==> src/sv/tes_pkg.sv <==
// Package for the triangle element stiffness block: widths, lane pairing and the divider item.
// Used by every other file of the block. It depends on nothing.
package tes_pkg;

	localparam int NODE_COUNT_DEF = 1024;

	localparam int NODE_W = 11;
	localparam int ROW_W  = 10;
	localparam int CRD_W  = 16;
	localparam int DIF_W  = 17;
	localparam int PROD_W = 34;
	localparam int SUM_W  = 35;
	localparam int DEN_W  = 36;
	localparam int DIVD_W = 52;
	localparam int Q_W    = 32;
	localparam int LANES  = 6;
	localparam int QUO_STEPS = 32;
	localparam int FRAC_W = 16;
	localparam int HI_W   = 5;
	localparam int LO_W   = 6;
	localparam int RES_W  = 17;

	// Lanes are ordered aa, bb, cc, ab, ac, bc.
	localparam logic [1:0] PAIR_I [LANES] = '{2'd0, 2'd1, 2'd2, 2'd0, 2'd0, 2'd1};
	localparam logic [1:0] PAIR_J [LANES] = '{2'd0, 2'd1, 2'd2, 2'd1, 2'd2, 2'd2};

	localparam logic [Q_W-1:0] POS_MAX = 32'h7FFF_FFFF;
	localparam logic [Q_W-1:0] NEG_MIN = 32'h8000_0000;

	// One triangle inside the divider. The lq field holds the dividend bits
	// still to be consumed at its top and the quotient bits gathered at its bottom.
	typedef struct packed {
		logic [DEN_W-1:0]                den;
		logic [LANES-1:0]                neg;
		logic [LANES-1:0]                ovf;
		logic [LANES-1:0][DEN_W-1:0]     rem;
		logic [LANES-1:0][Q_W-1:0]       lq;
		logic                            degen;
		logic [ROW_W-1:0]                row_a;
		logic [ROW_W-1:0]                row_b;
		logic [ROW_W-1:0]                row_c;
	} div_item_t;

endpackage

==> src/sv/tes_div_stage.sv <==
// One restoring-division step for all six lanes: one quotient bit per lane per stage.
// Depends on tes_pkg.
module tes_div_stage (
	input  logic               clk,
	input  logic               arst_n,
	input  logic               en,
	input  logic               v_in,
	input  tes_pkg::div_item_t item_in,
	output logic               v_out,
	output tes_pkg::div_item_t item_out
);

	tes_pkg::div_item_t nxt;

	always_comb begin
		logic [tes_pkg::DEN_W:0] r2;
		logic                    ge;
		nxt = item_in;
		for (int k = 0; k < tes_pkg::LANES; k++) begin
			r2 = {item_in.rem[k], item_in.lq[k][tes_pkg::Q_W-1]};
			ge = r2 >= {1'b0, item_in.den};
			nxt.rem[k] = ge ? tes_pkg::DEN_W'(r2 - {1'b0, item_in.den}) : tes_pkg::DEN_W'(r2);
			nxt.lq[k]  = {item_in.lq[k][tes_pkg::Q_W-2:0], ge};
		end
	end

	always_ff @(posedge clk or negedge arst_n) begin
		if (!arst_n) begin
			v_out <= 1'b0;
		end else if (en) begin
			v_out <= v_in;
		end
	end

	always_ff @(posedge clk) begin
		if (en) begin
			item_out <= nxt;
		end
	end

endmodule

==> config.mk <==
export PLATFORM = sky130hd
export DESIGN_NAME = tes_div_stage
export DESIGN_NICKNAME = d
export VERILOG_FILES = /design/src/sv/tes_pkg.sv /design/src/sv/tes_div_stage.sv
export SDC_FILE = /design/constraint.sdc
export NUM_CORES = 1
export LEC_CHECK = 0
export ABC_CLOCK_PERIOD_IN_PS = 800
export BUFFER_PORTS_ARGS = -buffer_cell sky130_fd_sc_hd__buf_2
export CAP_MARGIN = 20
export CORE_AREA = 5 5 378 380
export DETAILED_ROUTE_END_ITERATION = 8
export DIE_AREA = 0 0 383 385
export HOLD_SLACK_MARGIN = 0.12
export MAX_ROUTING_LAYER = met4
export PLACE_DENSITY = 0.41
export SETUP_SLACK_MARGIN = 0.3
export SLEW_MARGIN = 20
export SYNTH_ARGS = -nofsm -noshare
export SYNTH_HDL_FRONTEND = slang
export SYNTH_SLANG_ARGS = --single-unit
==> constraint.sdc <==
create_clock -name clk -period 0.8 [get_ports clk]
set_input_delay 0.12 -clock clk [delete_from_list [all_inputs] [get_ports clk]]
set_output_delay 0.12 -clock clk [all_outputs]
set_load 0.01 [all_outputs]
==> results.sh <==
export IMPL_die_x_um=383
export IMPL_fin_worst_skew_ps=0
export IMPL_avgSynthCellArea_um2=11.2
export IMPL_crit_path_start="item_in[452]"
export IMPL_relSlewSlack=0.671
export IMPL_cts_root_buf="clkbuf_16"
export IMPL_r2r_setup_slack_ps=30
export IMPL_crit_required_ps=1220
export IMPL_postSynth_asyncResetShare=0.00205
export IMPL_cts_path_max_buffers=3
export IMPL_synth_main_ff_cell="edfxtp_1"
export IMPL_hold_viol_final=153
export IMPL_worst_pin_slew_ps=489
export IMPL_cts_tree="done"
export IMPL_ant_nets=0
export IMPL_syn_inst=2576
export IMPL_whs_path_depth=1
export IMPL_io_buffers=978
export IMPL_rsz0062_at_grt="true"
export IMPL_cts_sinks=488
export IMPL_ys_seq_area_frac=0.508
export IMPL_p_seq_frac=0.331
export IMPL_synth_area_leader_cell="edfxtp_1"
export IMPL_critPathCapture="item_out[371]$_DFFE_PP_"
export IMPL_fin_util=0.395
export IMPL_maxSlewViolCount=0
export IMPL_clkLatencyLatePin_ps=670
export IMPL_synth_edff_count=487
export IMPL_crit_type="in2reg"
export IMPL_first_iter_violations=1684
export IMPL_ir_drop_v=0.00157
export IMPL_start_util=0.208
export IMPL_core_area_mm2=0.139
export IMPL_num_vias=30749
export IMPL_power_total_mw=101
export IMPL_yosysMostFrequentCell="edfxtp_1"
export IMPL_combPwrFrac=0.349
export IMPL_period_share=3.16
export IMPL_totalWireLength_um=178000
export IMPL_netlist_area_leader_share=0.508
export IMPL_cts_max_level=3
export IMPL_grt_usage=0.234
export IMPL_hp_class="in2reg"
export IMPL_status="finished, violations left"
export IMPL_row_count=137
export IMPL_drive_above_1_share=0.534
export IMPL_switching_share=0.324
export IMPL_violations="negative hold slack, negative setup slack"
export IMPL_drc=0
export IMPL_synth_nets=3289
export IMPL_viasPerCell=4.52
export IMPL_grt_max_degree=35
export IMPL_powerDensity_mw_per_mm2=1840
export IMPL_clockPowerShare=0.319
export IMPL_synth_area_top_cells="edfxtp_1 (51%), ha_1 (9.4%), a21oi_1 (4.2%)"
export IMPL_p_leak_nw=24.4
export IMPL_maxCapViolCount=0
export IMPL_dr_pass1_iters=6
export IMPL_yosys_warnings=0
export IMPL_ios=979
export IMPL_worstHoldStart="en"
export IMPL_fin_tns_setup_ps=-612870
export IMPL_clkTransAtPathRegs_ps=60
export IMPL_antenna_found_initial=61
export IMPL_grt_pass1_wl_um=236000
export IMPL_whs_ps=-271
export IMPL_r2r_start="v_out$_DFFE_PN0P_"
export IMPL_endpoint_kind="flop"
export IMPL_dieHeight_um=385
export IMPL_die_area_mm2=0.147
export IMPL_net_switching_power_mw=32.6
export IMPL_cts_buffers=70
export IMPL_start_kind="input pin"
export IMPL_nNetsFinal=5625
export IMPL_clock_fmax_ghz=0.395
export IMPL_post_drt_wl_per_cell_um=26.2
export IMPL_crit_fanout=9
export IMPL_period_needed_ps=2530
export IMPL_reg2reg_depth=1
export IMPL_synth_seq_cells=488
export IMPL_setup_viol=710
export IMPL_synth_area_mm2=0.0288
export IMPL_dp_hpwl_um=144000
export IMPL_setup_slack_ps=-1730
export IMPL_grt_overflow_total=0
export IMPL_place_gp_congestion=0.910
export IMPL_worstPathArrival_ps=2950
export IMPL_ys_types=84
export IMPL_ys_top_cells_by_count="edfxtp_1 (487), a21oi_1 (239), ha_1 (216)"
export IMPL_syn2layout_area_growth_pct=90.6
export IMPL_r2r_end="v_out$_DFFE_PN0P_"
export IMPL_internal_power_mw=68.2
export IMPL_grt_pass1_vias=31263
==> power groups by stage <==
| stage | Combinational (mW) | Clock, mW | Sequential (mW) |
|---|---|---|---|
| 2_1_floorplan | 10.7 | 0 | 34.8 |
| 3_3_place_gp | 28.2 | 0 | 33.8 |
| 3_5_place_dp | 28.1 | 0 | 33.7 |
| 4_1_cts | 32.2 | 33.3 | 33.3 |
| 5_1_grt | 37.5 | 34.3 | 33.6 |
| 6_report | 35.2 | 32.2 | 33.4 |
==> cell type report <==
class                           instances  area [µm²]
Clock buffer                           81        1810
Timing Repair Buffer                 2335       18800
Timing Repair inverter                  1        11.3
Tap cell                             1807        2260
Inverter                              101         450
Multi-Input combinational cell       1915       16400
Sequential cell                       488       14600
Clock inverter                         42         513
Antenna cell                           34        85.1
Fill cell                           13594       83900
==> kinds of logic after synthesis <==
logic type,count (synthesis),synth area share
AO/OA/AOI/OAI,789,0.172
AND/OR/NAND/NOR,637,0.106
flip-flops,488,0.508
adder cells (fa/ha/maj),222,0.0980
buffers and inverters,180,0.0265
XOR/XNOR,171,0.0520
multiplexers,89,0.0369
==> worst min path at each step <==
| stage | endpoint | slack, ps |
|---|---|---|
| 2_1_floorplan | v_out$_DFFE_PN0P_ | -180 |
| 3_3_place_gp | v_out$_DFFE_PN0P_ | -90 |
| 3_5_place_dp | v_out$_DFFE_PN0P_ | -90 |
| 4_1_cts | item_out[64]$_DFFE_PP_ | -340 |
| 5_1_grt | item_out[64]$_DFFE_PP_ | -320 |
| 6_report | item_out[64]$_DFFE_PP_ | -270 |
==> critical path, stage by stage <==
cell        delay [ps]
buf_8               90
clkinvlp_4         120
buf_12             150
buf_12             130
ha_4               210
nor2b_4            120
o31a_1             280
o311a_1            300
or4_4              460
and2_4             170
a21boi_2           130
o31a_4             170
buf_12             160
mux2_4             300
==> per-stage QoR <==
| step | cells | setup slack (ps) | instance area [µm²] |
|---|---|---|---|
| after floorplan | 2576 | -2120 | 29500 |
| after global placement | 6178 | -2680 | 43500 |
| after detailed placement | 6178 | -2750 | 43500 |
| after CTS | 6713 | -1660 | 51700 |
| after global routing | 6793 | -1800 | 54900 |
| final | 6804 | -1730 | 54900 |
==> flip-flops by register name, indices dropped and copies added, names as in the netlist <==
register / cells
item_out: 487
v_out: 1
==> cell usage in the layout (no fill, tap or decap), drive strengths merged, types with 8 or more instances in the layout <==
cell         count
o221ai           8
mux2            77
o21a            32
edfxtp         487
nor2b           27
mux2i           12
o211ai          17
a21oi          240
nor2           161
a211oi          18
o31a            16
a31oi           23
clkinvlp        19
a211o           10
buf           1993
o21ai          197
and3            38
a21boi          15
o31ai           21
inv             93
and4            13
clkbuf          94
nand4           34
nand2          216
dlygate4sd3    329
clkinv          26
or3              8
a21o           121
xor2            78
o21bai          22
xnor2           93
nor3            33
nand2b          29
and2            11
nand3           39
diode           34
ha             216
==> metal layers <==
layer / wire [µm] / GRT usage / vias up
li1: - / - / 14506
met2: 85600 / 0.394 / 1019
met5: 0 / - / -
met1: 74200 / 0.283 / 14992
met3: 11500 / 0.0506 / 232
met4: 7150 / 0.0671 / 0
==> what timing repair did <==
item | in CTS | in global routing
cloned | 17 | 16
hold buffers | 328 | 10
gates resized for setup | 379 | 712
endpoints found under the setup margin | 711 | 712
hold endpoints to repair | 953 | 557
pin swaps | 108 | 139
buffers inserted | 67 | 40
Power figures use the tool's default switching activity.
